$ cat config.mk
export PLATFORM = sky130hd
export DESIGN_NAME = batch_timestamp_phase_tracker_flat
export DESIGN_NICKNAME = d
export VERILOG_FILES = /design/src/rtl/bttp_pkg.sv /design/src/rtl/bttp_batch_if.sv /design/src/rtl/bttp_stamp_if.sv /design/src/rtl/bttp_cfg.sv /design/src/rtl/bttp_front.sv /design/src/rtl/bttp_track.sv /design/src/rtl/batch_timestamp_phase_tracker.sv /design/src/flat_wrapper.sv
export SDC_FILE = /design/constraint.sdc
export NUM_CORES = 2
export LEC_CHECK = 0
export BUFFER_PORTS_ARGS = -buffer_cell sky130_fd_sc_hd__buf_2
export CAP_MARGIN = 25
export CORE_MARGIN = 2
export CORE_UTILIZATION = 40
export CTS_CLUSTER_SIZE = 8
export DETAILED_ROUTE_END_ITERATION = 8
export PLACE_DENSITY = 0.6
export SETUP_SLACK_MARGIN = 0.15
export SYNTH_ARGS = -nofsm -noshare
export SYNTH_HDL_FRONTEND = slang
export SYNTH_SLANG_ARGS = --single-unit
$ cat constraint.sdc
create_clock -name clk -period 21.7 [get_ports clk]
set_clock_uncertainty 0.1 [all_clocks]
set_input_delay 2.17 -clock clk [delete_from_list [all_inputs] [get_ports clk]]
set_output_delay 2.17 -clock clk [all_outputs]
set_load 0.03 [all_outputs]
$ cat src/rtl/bttp_pkg.sv
// shared types and constants for the batch timestamp phase tracker
// no dependencies; used by every rtl file of the block
`default_nettype none

package bttp_pkg;

  localparam int TIME_W   = 64;
  localparam int CAP_W    = 63;
  localparam int CNT_W    = 6;
  localparam int PERIOD_W = 17;
  localparam int WIN_W    = 20;
  localparam int SLEW_W   = 17;
  localparam int ERR_W    = 32;
  localparam int PROD_W   = CNT_W + PERIOD_W;

  localparam int CFG_IDX_W  = 3;
  localparam int CFG_DATA_W = WIN_W;

  localparam logic [CFG_IDX_W-1:0] CFG_PERIOD = 3'd0;
  localparam logic [CFG_IDX_W-1:0] CFG_SOFT   = 3'd1;
  localparam logic [CFG_IDX_W-1:0] CFG_HARD   = 3'd2;
  localparam logic [CFG_IDX_W-1:0] CFG_SLEW   = 3'd3;

  localparam logic [PERIOD_W-1:0] PERIOD_RST = 17'd1000;
  localparam logic [WIN_W-1:0]    SOFT_RST   = 20'd2000;
  localparam logic [WIN_W-1:0]    HARD_RST   = 20'd20000;
  localparam logic [SLEW_W-1:0]   SLEW_RST   = 17'd200;

  localparam logic [ERR_W-1:0] ERR_SAT_MAX = 32'h7FFF_FFFF;
  localparam logic [ERR_W-1:0] ERR_SAT_MIN = 32'h8000_0000;

  typedef enum logic [1:0] {
    MODE_FIRST = 2'd0,
    MODE_HARD  = 2'd1,
    MODE_SOFT  = 2'd2,
    MODE_COAST = 2'd3
  } lock_mode_t;

  typedef struct packed {
    logic [PERIOD_W-1:0] period;
    logic [WIN_W-1:0]    soft_window_us;
    logic [WIN_W-1:0]    hard_resync_us;
    logic [SLEW_W-1:0]   max_slew_us;
  } cfg_t;

  // precomputed terms handed from the front stages to the tracking stage
  typedef struct packed {
    logic [TIME_W-1:0] measured;
    logic [TIME_W-1:0] meas_next;
    logic [TIME_W-1:0] step;
    logic [TIME_W-1:0] step_up;
    logic [TIME_W-1:0] step_dn;
  } front_t;

endpackage

`default_nettype wire

$ cat src/rtl/bttp_batch_if.sv
// request channel carrying one drained sensor batch
// depends on bttp_pkg for field widths
`default_nettype none

interface bttp_batch_if;
  logic                              valid;
  logic                              ready;
  logic [bttp_pkg::CAP_W-1:0]        cap_time;
  logic [bttp_pkg::CNT_W-1:0]        batch_count;

  modport source (output valid, cap_time, batch_count, input ready);
  modport sink (input valid, cap_time, batch_count, output ready);
endinterface

`default_nettype wire

$ cat src/rtl/bttp_stamp_if.sv
// result channel carrying the assigned batch timestamp
// depends on bttp_pkg for field widths and the lock mode type
`default_nettype none

interface bttp_stamp_if;
  logic                              valid;
  logic                              ready;
  logic [bttp_pkg::CAP_W-1:0]        base_time_us;
  bttp_pkg::lock_mode_t              lock_mode;
  logic signed [bttp_pkg::ERR_W-1:0] phase_err;

  modport source (output valid, base_time_us, lock_mode, phase_err, input ready);
  modport sink (input valid, base_time_us, lock_mode, phase_err, output ready);
endinterface

`default_nettype wire

$ cat src/rtl/bttp_cfg.sv
// configuration register file: period, soft window, hard threshold, slew limit
// depends on bttp_pkg
`default_nettype none

module bttp_cfg (
  input  wire logic                           clk,
  input  wire logic                           rst,
  input  wire logic                           cfg_wr_en,
  input  wire logic [bttp_pkg::CFG_IDX_W-1:0]  cfg_index,
  input  wire logic [bttp_pkg::CFG_DATA_W-1:0] cfg_wr_data,
  output bttp_pkg::cfg_t                       cfg
);
  import bttp_pkg::*;

  always_ff @(posedge clk) begin
    if (rst) begin
      cfg.period         <= PERIOD_RST;
      cfg.soft_window_us <= SOFT_RST;
      cfg.hard_resync_us <= HARD_RST;
      cfg.max_slew_us    <= SLEW_RST;
    end else if (cfg_wr_en) begin
      unique case (cfg_index)
        CFG_PERIOD: cfg.period         <= cfg_wr_data[PERIOD_W-1:0];
        CFG_SOFT:   cfg.soft_window_us <= cfg_wr_data[WIN_W-1:0];
        CFG_HARD:   cfg.hard_resync_us <= cfg_wr_data[WIN_W-1:0];
        CFG_SLEW:   cfg.max_slew_us    <= cfg_wr_data[SLEW_W-1:0];
        default: ;
      endcase
    end
  end

endmodule

`default_nettype wire

$ cat src/rtl/bttp_front.sv
// three front stages: count clamp, period products, measured base and step terms
// depends on bttp_pkg; feeds bttp_track
`default_nettype none

module bttp_front #(
  parameter int MAX_BATCH = 60
) (
  input  wire logic                       clk,
  input  wire logic                       rst,
  input  wire bttp_pkg::cfg_t             cfg,
  input  wire logic                       in_valid,
  output logic                            in_ready,
  input  wire logic [bttp_pkg::CAP_W-1:0] cap_time,
  input  wire logic [bttp_pkg::CNT_W-1:0] batch_count,
  output logic                            out_valid,
  input  wire logic                       out_ready,
  output bttp_pkg::front_t                out_data
);
  import bttp_pkg::*;

  localparam int CntMax = (1 << CNT_W) - 1;
  localparam logic [CNT_W-1:0] MaxCnt =
    (MAX_BATCH > CntMax) ? CNT_W'(CntMax) : CNT_W'(MAX_BATCH);

  logic             v1, v2;
  logic             rdy1, rdy2, rdy3;
  logic [CAP_W-1:0] cap1, cap2;
  logic [CNT_W-1:0] cnt1, cnt_next;
  logic [PROD_W-1:0] prod_m, prod_c;
  logic [PROD_W-1:0] prod_m_next, prod_c_next;
  front_t           front_next;

  assign rdy3     = !out_valid || out_ready;
  assign rdy2     = !v2 || rdy3;
  assign rdy1     = !v1 || rdy2;
  assign in_ready = rdy1;

  always_comb begin
    priority if (batch_count == '0) begin
      cnt_next = CNT_W'(1);
    end else if (batch_count > MaxCnt) begin
      cnt_next = MaxCnt;
    end else begin
      cnt_next = batch_count;
    end
  end

  assign prod_m_next = PROD_W'(cnt1 - CNT_W'(1)) * PROD_W'(cfg.period);
  assign prod_c_next = PROD_W'(cnt1) * PROD_W'(cfg.period);

  // next prediction on adoption is capture + period since count*p - (count-1)*p = p
  always_comb begin
    front_next.measured  = {1'b0, cap2} - TIME_W'(prod_m);
    front_next.meas_next = {1'b0, cap2} + TIME_W'(cfg.period);
    front_next.step      = TIME_W'(prod_c);
    front_next.step_up   = TIME_W'(prod_c) + TIME_W'(cfg.max_slew_us);
    front_next.step_dn   = TIME_W'(prod_c) - TIME_W'(cfg.max_slew_us);
  end

  always_ff @(posedge clk) begin
    if (rst) begin
      v1        <= 1'b0;
      v2        <= 1'b0;
      out_valid <= 1'b0;
    end else begin
      if (rdy1) begin
        v1 <= in_valid;
      end
      if (rdy2) begin
        v2 <= v1;
      end
      if (rdy3) begin
        out_valid <= v2;
      end
    end
  end

  always_ff @(posedge clk) begin
    if (rdy1) begin
      cap1 <= cap_time;
      cnt1 <= cnt_next;
    end
    if (rdy2) begin
      cap2   <= cap1;
      prod_m <= prod_m_next;
      prod_c <= prod_c_next;
    end
    if (rdy3) begin
      out_data <= front_next;
    end
  end

endmodule

`default_nettype wire

$ cat src/rtl/bttp_track.sv
// tracking stage: lock flag, predicted base, mode decision and result register
// depends on bttp_pkg; fed by bttp_front
`default_nettype none

module bttp_track (
  input  wire logic                 clk,
  input  wire logic                 rst,
  input  wire bttp_pkg::cfg_t       cfg,
  input  wire logic                 in_valid,
  output logic                      in_ready,
  input  wire bttp_pkg::front_t     in_data,
  output logic                      out_valid,
  input  wire logic                 out_ready,
  output logic [bttp_pkg::CAP_W-1:0] base_time_us,
  output bttp_pkg::lock_mode_t      lock_mode,
  output logic [bttp_pkg::ERR_W-1:0] phase_err
);
  import bttp_pkg::*;

  logic              lock_valid;
  logic [TIME_W-1:0] predicted_base_us, predicted_base_us_next;
  logic [TIME_W-1:0] err_p, err_n, mag;
  logic [TIME_W-1:0] base_next;
  logic [ERR_W-1:0]  err_sat;
  lock_mode_t        mode_next;
  logic              neg, fire;
  logic              hit_hard, in_soft, in_slew;

  assign in_ready = !out_valid || out_ready;
  assign fire     = in_valid && in_ready;

  assign err_p    = in_data.measured - predicted_base_us;
  assign err_n    = predicted_base_us - in_data.measured;
  assign neg      = err_p[TIME_W-1];
  assign mag      = neg ? err_n : err_p;
  assign hit_hard = mag >= TIME_W'(cfg.hard_resync_us);
  assign in_soft  = mag <= TIME_W'(cfg.soft_window_us);
  assign in_slew  = mag <= TIME_W'(cfg.max_slew_us);

  always_comb begin
    if (err_p[TIME_W-1:ERR_W-1] == '0 || err_p[TIME_W-1:ERR_W-1] == '1) begin
      err_sat = err_p[ERR_W-1:0];
    end else begin
      err_sat = neg ? ERR_SAT_MIN : ERR_SAT_MAX;
    end
  end

  // a clamped correction that covers the whole error lands on the measured base
  always_comb begin
    priority if (!lock_valid) begin
      mode_next              = MODE_FIRST;
      base_next              = in_data.measured;
      predicted_base_us_next = in_data.meas_next;
    end else if (hit_hard) begin
      mode_next              = MODE_HARD;
      base_next              = in_data.measured;
      predicted_base_us_next = in_data.meas_next;
    end else if (in_soft && in_slew) begin
      mode_next              = MODE_SOFT;
      base_next              = in_data.measured;
      predicted_base_us_next = in_data.meas_next;
    end else if (in_soft && neg) begin
      mode_next              = MODE_SOFT;
      base_next              = predicted_base_us - TIME_W'(cfg.max_slew_us);
      predicted_base_us_next = predicted_base_us + in_data.step_dn;
    end else if (in_soft) begin
      mode_next              = MODE_SOFT;
      base_next              = predicted_base_us + TIME_W'(cfg.max_slew_us);
      predicted_base_us_next = predicted_base_us + in_data.step_up;
    end else begin
      mode_next              = MODE_COAST;
      base_next              = predicted_base_us;
      predicted_base_us_next = predicted_base_us + in_data.step;
    end
  end

  always_ff @(posedge clk) begin
    if (rst) begin
      lock_valid        <= 1'b0;
      predicted_base_us <= '0;
      out_valid         <= 1'b0;
    end else begin
      if (in_ready) begin
        out_valid <= in_valid;
      end
      if (fire) begin
        lock_valid        <= 1'b1;
        predicted_base_us <= predicted_base_us_next;
      end
    end
  end

  always_ff @(posedge clk) begin
    if (fire) begin
      base_time_us <= base_next[CAP_W-1:0];
      lock_mode    <= mode_next;
      phase_err    <= lock_valid ? err_sat : '0;
    end
  end

endmodule

`default_nettype wire

$ cat src/rtl/batch_timestamp_phase_tracker.sv
// top level of the batch timestamp phase tracker
// depends on bttp_pkg, bttp_batch_if, bttp_stamp_if, bttp_cfg, bttp_front, bttp_track
`default_nettype none

// Assigns a first-sample timestamp to each sensor batch request and tracks the
// phase of the batch stream against its own prediction. One result comes out
// per request, in order. A request can be taken every clock cycle while the
// output is not stalled. The throughput is set by the tracking stage, whose
// prediction update (one 64-bit difference, a threshold compare and a select
// among precomputed sums) is combinational. Three front stages clamp the
// count, form the period products and precompute the measured base and the
// prediction step terms. Each stage holds its item while the next is full,
// so requests are still taken while a finished result waits. Configuration
// is written through cfg_wr_en, cfg_index and cfg_wr_data; the user must
// write it only while idle, and the block itself does not enforce this.

module batch_timestamp_phase_tracker #(
  parameter int MAX_BATCH = 60
) (
  input  wire logic                            clk,
  input  wire logic                            rst,
  bttp_batch_if.sink                           batch,
  bttp_stamp_if.source                         stamp,
  input  wire logic                            cfg_wr_en,
  input  wire logic [bttp_pkg::CFG_IDX_W-1:0]  cfg_index,
  input  wire logic [bttp_pkg::CFG_DATA_W-1:0] cfg_wr_data
);
  import bttp_pkg::*;

  cfg_t   cfg;
  front_t front_data;
  logic   front_valid, front_ready;

  bttp_cfg u_cfg (
    .clk         (clk),
    .rst         (rst),
    .cfg_wr_en   (cfg_wr_en),
    .cfg_index   (cfg_index),
    .cfg_wr_data (cfg_wr_data),
    .cfg         (cfg)
  );

  bttp_front #(
    .MAX_BATCH (MAX_BATCH)
  ) u_front (
    .clk         (clk),
    .rst         (rst),
    .cfg         (cfg),
    .in_valid    (batch.valid),
    .in_ready    (batch.ready),
    .cap_time    (batch.cap_time),
    .batch_count (batch.batch_count),
    .out_valid   (front_valid),
    .out_ready   (front_ready),
    .out_data    (front_data)
  );

  bttp_track u_track (
    .clk          (clk),
    .rst          (rst),
    .cfg          (cfg),
    .in_valid     (front_valid),
    .in_ready     (front_ready),
    .in_data      (front_data),
    .out_valid    (stamp.valid),
    .out_ready    (stamp.ready),
    .base_time_us (stamp.base_time_us),
    .lock_mode    (stamp.lock_mode),
    .phase_err    (stamp.phase_err)
  );

endmodule

`default_nettype wire

$ cat src/flat_wrapper.sv
// flat-port wrapper written by rule: the top's interface ports become plain ports
module batch_timestamp_phase_tracker_flat import bttp_pkg::*;
#(
  parameter int MAX_BATCH = 60
)
  (clk, rst, cfg_wr_en, cfg_index, cfg_wr_data, batch_valid, batch_cap_time, batch_batch_count, batch_ready, stamp_valid, stamp_base_time_us, stamp_lock_mode, stamp_phase_err, stamp_ready);
  bttp_batch_if batch_i ();
  bttp_stamp_if stamp_i ();
  input  wire logic clk;
  input  wire logic rst;
  input  wire logic cfg_wr_en;
  input  wire logic [bttp_pkg::CFG_IDX_W-1:0] cfg_index;
  input  wire logic [bttp_pkg::CFG_DATA_W-1:0] cfg_wr_data;
  input wire logic [$bits(batch_i.valid)-1:0] batch_valid;
  input wire logic [$bits(batch_i.cap_time)-1:0] batch_cap_time;
  input wire logic [$bits(batch_i.batch_count)-1:0] batch_batch_count;
  output wire logic [$bits(batch_i.ready)-1:0] batch_ready;
  output wire logic [$bits(stamp_i.valid)-1:0] stamp_valid;
  output wire logic [$bits(stamp_i.base_time_us)-1:0] stamp_base_time_us;
  output wire logic [$bits(stamp_i.lock_mode)-1:0] stamp_lock_mode;
  output wire logic [$bits(stamp_i.phase_err)-1:0] stamp_phase_err;
  input wire logic [$bits(stamp_i.ready)-1:0] stamp_ready;
  assign batch_i.valid = batch_valid;
  assign batch_i.cap_time = batch_cap_time;
  assign batch_i.batch_count = batch_batch_count;
  assign batch_ready = batch_i.ready;
  assign stamp_valid = stamp_i.valid;
  assign stamp_base_time_us = stamp_i.base_time_us;
  assign stamp_lock_mode = stamp_i.lock_mode;
  assign stamp_phase_err = stamp_i.phase_err;
  assign stamp_i.ready = stamp_ready;
  batch_timestamp_phase_tracker #(.MAX_BATCH(MAX_BATCH)) u_core (.clk(clk), .rst(rst), .batch(batch_i), .stamp(stamp_i), .cfg_wr_en(cfg_wr_en), .cfg_index(cfg_index), .cfg_wr_data(cfg_wr_data));
endmodule
==> results_dict.tcl <==
set metrics [dict create \
    run_status "completed" \
    p_sw_w 0.00174 \
    power_report.internal_total_w 0.00288 \
    fin_crit_ns 12.20 \
    fin_cells 7415 \
    critical_path.reg2reg.startpoint "u_core.u_track.predicted_base_us[40]" \
    ff2ff_setup_slack_ns 9.50 \
    synth-seq-cells 616 \
    detail_route.iter0.violations 4913 \
    power_per_cell_area_nw_per_um2 83.9 \
    number_of_synthesis_warnings 0 \
    share_comb_of_total_power_pct 36.8 \
    grt_pass1_vias 41958 \
    drt-pass1-iter-count 6 \
    fraction_of_layout_cells_with_a_size_suffix_above_1_pct 8.01 \
    finish.net_count 6342 \
    antenna_found_initial 11 \
    power_w 0.00461 \
    tightestPinTransition_ns 1.26 \
    netlist_top_cells_area "sky130_fd_sc_hd__edfxtp_1 (29%), sky130_fd_sc_hd__ha_1 (10%), sky130_fd_sc_hd__fa_1 (5.8%), sky130_fd_sc_hd__dfxtp_1 (5.7%), sky130_fd_sc_hd__nand2_1 (4.8%)" \
    die_h_um 357 \
    required_ns 22.17 \
    hold_ws_ns 0.306 \
    clock_sinks 616 \
    crit_cells 41 \
    cpMaxStageDelayCell "sky130_fd_sc_hd__nor4_2" \
    worstHoldEndpoint "u_core.u_front.cap2[30]" \
    cts_inserted_buffers 90 \
    worst_setup_path_start_kind "flip-flop" \
    power_frac_seq_pct 33.7 \
    cpPeakStageDelay_ns 0.80 \
    clockPowerShare_pct 29.5 \
    rr_endpoint "u_core.u_track.predicted_base_us[63]" \
    p_leak_nw 22.5 \
    clock_latency_ns 0.72 \
    maxSlewViolCount 0 \
    cts_resized 0 \
    grt_remaining_overflow 0 \
    vias 43536 \
    synthToLayoutAreaGrowth_pct 10.4 \
    syn_area_per_cell_um2 8.85 \
    worstPathBufferInverterCount 7 \
    layout_worst_path_cycle_share_pct 56.2 \
    core_area_um2 124000 \
    die_area_um2 127000 \
    synth_cells 5633 \
    critical_path.top_delay_family "compound AO/OA/AOI/OAI gates" \
    seq_area_frac_synth_pct 34.2 \
    total_i_o_pin_count 196 \
    number_of_drc_violations_after_detailed_routing 0 \
    crit_path_end_kind "flip-flop" \
    place_worst_setup_slack_ns 9.73 \
    grt_pass1_wl_um 276000 \
    largest_net_degree_at_the_start_of_global_routing 86 \
    synth.top_cells.by_count "sky130_fd_sc_hd__nand2_1 (640), sky130_fd_sc_hd__edfxtp_1 (473), sky130_fd_sc_hd__inv_1 (452), sky130_fd_sc_hd__a21oi_1 (429), sky130_fd_sc_hd__ha_1 (399)" \
    cp.arrival_ns 12.67 \
    post_cts_buffers 0 \
    crit_top_cell "sky130_fd_sc_hd__a21o_1" \
    max_slew_margin_pct 16.0 \
    grt_use_total_pct 28.9 \
    peakVddDrop_mv 0.0623 \
    synth_area_leader_cell "sky130_fd_sc_hd__edfxtp_1" \
    drv.max_cap_violation_count 0 \
    hold_path_class "flip-flop to flip-flop" \
    critical_path.max_fanout 53 \
    setup_violations 0 \
    ant_nets 0 \
    via_per_inst 5.87 \
    port-buffer-count 195 \
    h-tree-depth 3 \
    start_util_pct 40.3 \
    finalSetupTns_ns 0 \
    place.gp.congestion 1.02 \
    cts-root-buf "sky130_fd_sc_hd__clkbuf_16" \
    drt-wirelength-per-cell_um 25.1 \
    total_placed_cells_including_tap_cells 7243 \
    crit_type "flip-flop to flip-flop" \
    setup_repair_after_global_routing_missed_its_margin "false" \
    synth_enable_flop_cells 473 \
    postSynthNetCount 6274 \
    highest_clock_rate_mhz 81.9 \
    postSynth.asyncResetShare_pct 0 \
    cts.reportedPaths.clkPinSlew_ns 0.06 \
    cts_tree "done" \
    clockBufferDepth 3 \
    floorplan.rows 129 \
    synth_most_common_cell "sky130_fd_sc_hd__nand2_1" \
    post_synth_instance_area_um2 49800 \
    final_hold_vios 0 \
    setup_ws_ns 9.50 \
    die_x_um 357 \
    rr_worst_depth 41 \
    p_sw_share_pct 37.7 \
    cts_hold_buffers 0 \
    synth_top_flop_cell "sky130_fd_sc_hd__edfxtp_1" \
    worst_hold_path.num_cells 0 \
    drt-total-wl_um 186000 \
    yosysTopAreaCellShare_pct 28.5 \
    synth_cell_type_count 108 \
    hold_start "u_core.u_front.cap1[30]" \
    dp_hpwl_um 150000 \
]
==> placed cells by master (no fill, tap or decap), types with 66 or more instances in the layout <==
cell                        instances
sky130_fd_sc_hd__nand2_1          638
sky130_fd_sc_hd__edfxtp_1         473
sky130_fd_sc_hd__inv_1            450
sky130_fd_sc_hd__a21oi_1          429
sky130_fd_sc_hd__ha_1             399
sky130_fd_sc_hd__nor2_1           374
sky130_fd_sc_hd__o21ai_0          274
sky130_fd_sc_hd__xnor2_1          236
sky130_fd_sc_hd__buf_2            196
sky130_fd_sc_hd__nand3_1          160
sky130_fd_sc_hd__nor3_1           153
sky130_fd_sc_hd__fa_1             145
sky130_fd_sc_hd__dfxtp_1          143
sky130_fd_sc_hd__xor2_1           109
sky130_fd_sc_hd__nand4_1          107
sky130_fd_sc_hd__a21o_1           105
sky130_fd_sc_hd__clkbuf_16         91
sky130_fd_sc_hd__nor2b_1           83
sky130_fd_sc_hd__and2_1            76
sky130_fd_sc_hd__nor4_1            66
==> sequential cells by signal, indices dropped and copies added (netlist names), 2 cells and up <==
signal / cells
u_core.u_track.base_time_us: 63
u_core.u_front.prod_c: 23
u_core.u_track.lock_mode: 2
u_core.u_front.prod_m: 23
u_core.u_track.predicted_base_us: 64
u_core.u_front.out_data: 198
u_core.u_front.cap1: 63
u_core.u_track.phase_err: 32
u_core.u_cfg.cfg: 74
u_core.u_front.cnt1: 6
u_core.u_front.cap2: 63
==> worst register-to-register path, delay by kind of cell (launching register included) <==
| family | cells | cell delay (ns) |
|---|---|---|
| adders and majority gates | 3 | 1.33 |
| xor gates and xnor gates | 2 | 0.45 |
| muxes | 2 | 0.56 |
| AOI/OAI and AO/OA | 20 | 4.29 |
| DFF | 1 | 0.60 |
| buffers and inverters | 7 | 1.96 |
| and+or+nand+nor | 7 | 2.76 |
==> metrics by stage <==
| stage | util (%) | cell area, um^2 |
|---|---|---|
| after floorplan | - | 49800 |
| after global placement | 42.2 | 52200 |
| after detailed placement | 42.2 | 52200 |
| after CTS | 44.4 | 55000 |
| after global routing | 44.5 | 55000 |
| final | 44.5 | 55000 |
==> routing by layer <==
metal  vias up  global-route usage, %  part of all wire [%]
met5         -                      0                 0.012
met4         4                   8.32                   2.9
met3       254                   4.33                   8.1
met2      1798                   42.3                    42
met1     21218                   43.7                    47
li1      20262                      -                     -
==> power by group through the flow <==
stage               Clock, W  Combinational (W)  Sequential, W
detailed placement         0            0.00166        0.00157
floorplan                  0            0.00119        0.00152
global route         0.00144            0.00188        0.00156
global placement           0            0.00165        0.00157
finish               0.00136            0.00170        0.00155
CTS                  0.00139            0.00167        0.00155
==> area by class of cell <==
cell class,instances,area (um^2)
Multi-Input combinational cell,4275,29900
Antenna cell,1,2.50
Timing Repair Buffer,260,1490
Clock buffer,159,2570
Inverter,458,1730
Fill cell,12326,68600
Tap cell,1637,2050
Sequential cell,616,17100
Clock inverter,9,145
==> how the worst max path moves through the flow <==
stage | from | end | slack, ns
after CTS | u_core.u_track.predicted_base_us[40] | u_core.u_track.predicted_base_us[63] | 9.71
after global routing | u_core.u_track.predicted_base_us[40] | u_core.u_track.predicted_base_us[63] | 8.72
final | u_core.u_track.predicted_base_us[40] | u_core.u_track.predicted_base_us[63] | 9.50
after detailed placement | u_core.u_track.predicted_base_us[40] | u_core.u_track.predicted_base_us[63] | 9.73
after floorplan | u_core.u_track.predicted_base_us[29] | u_core.u_track.predicted_base_us[56] | 11.37
after global placement | u_core.u_track.predicted_base_us[40] | u_core.u_track.predicted_base_us[63] | 10.04
==> cell families (layout without fill, tap and decap cells) <==
logic type	count (synthesis)	count (layout)	share of synthesized area, %
AO/OA/AOI/OAI	1394	1394	17.8
buffers and inverters	742	886	5.81
XOR/XNOR	348	348	6.12
other	0	1	0
flip-flops	616	616	34.2
multiplexers	66	66	1.35
adder cells (fa/ha/maj)	544	544	15.8
AND/OR/NAND/NOR	1923	1923	18.8
(Power assumes the default switching activity.)
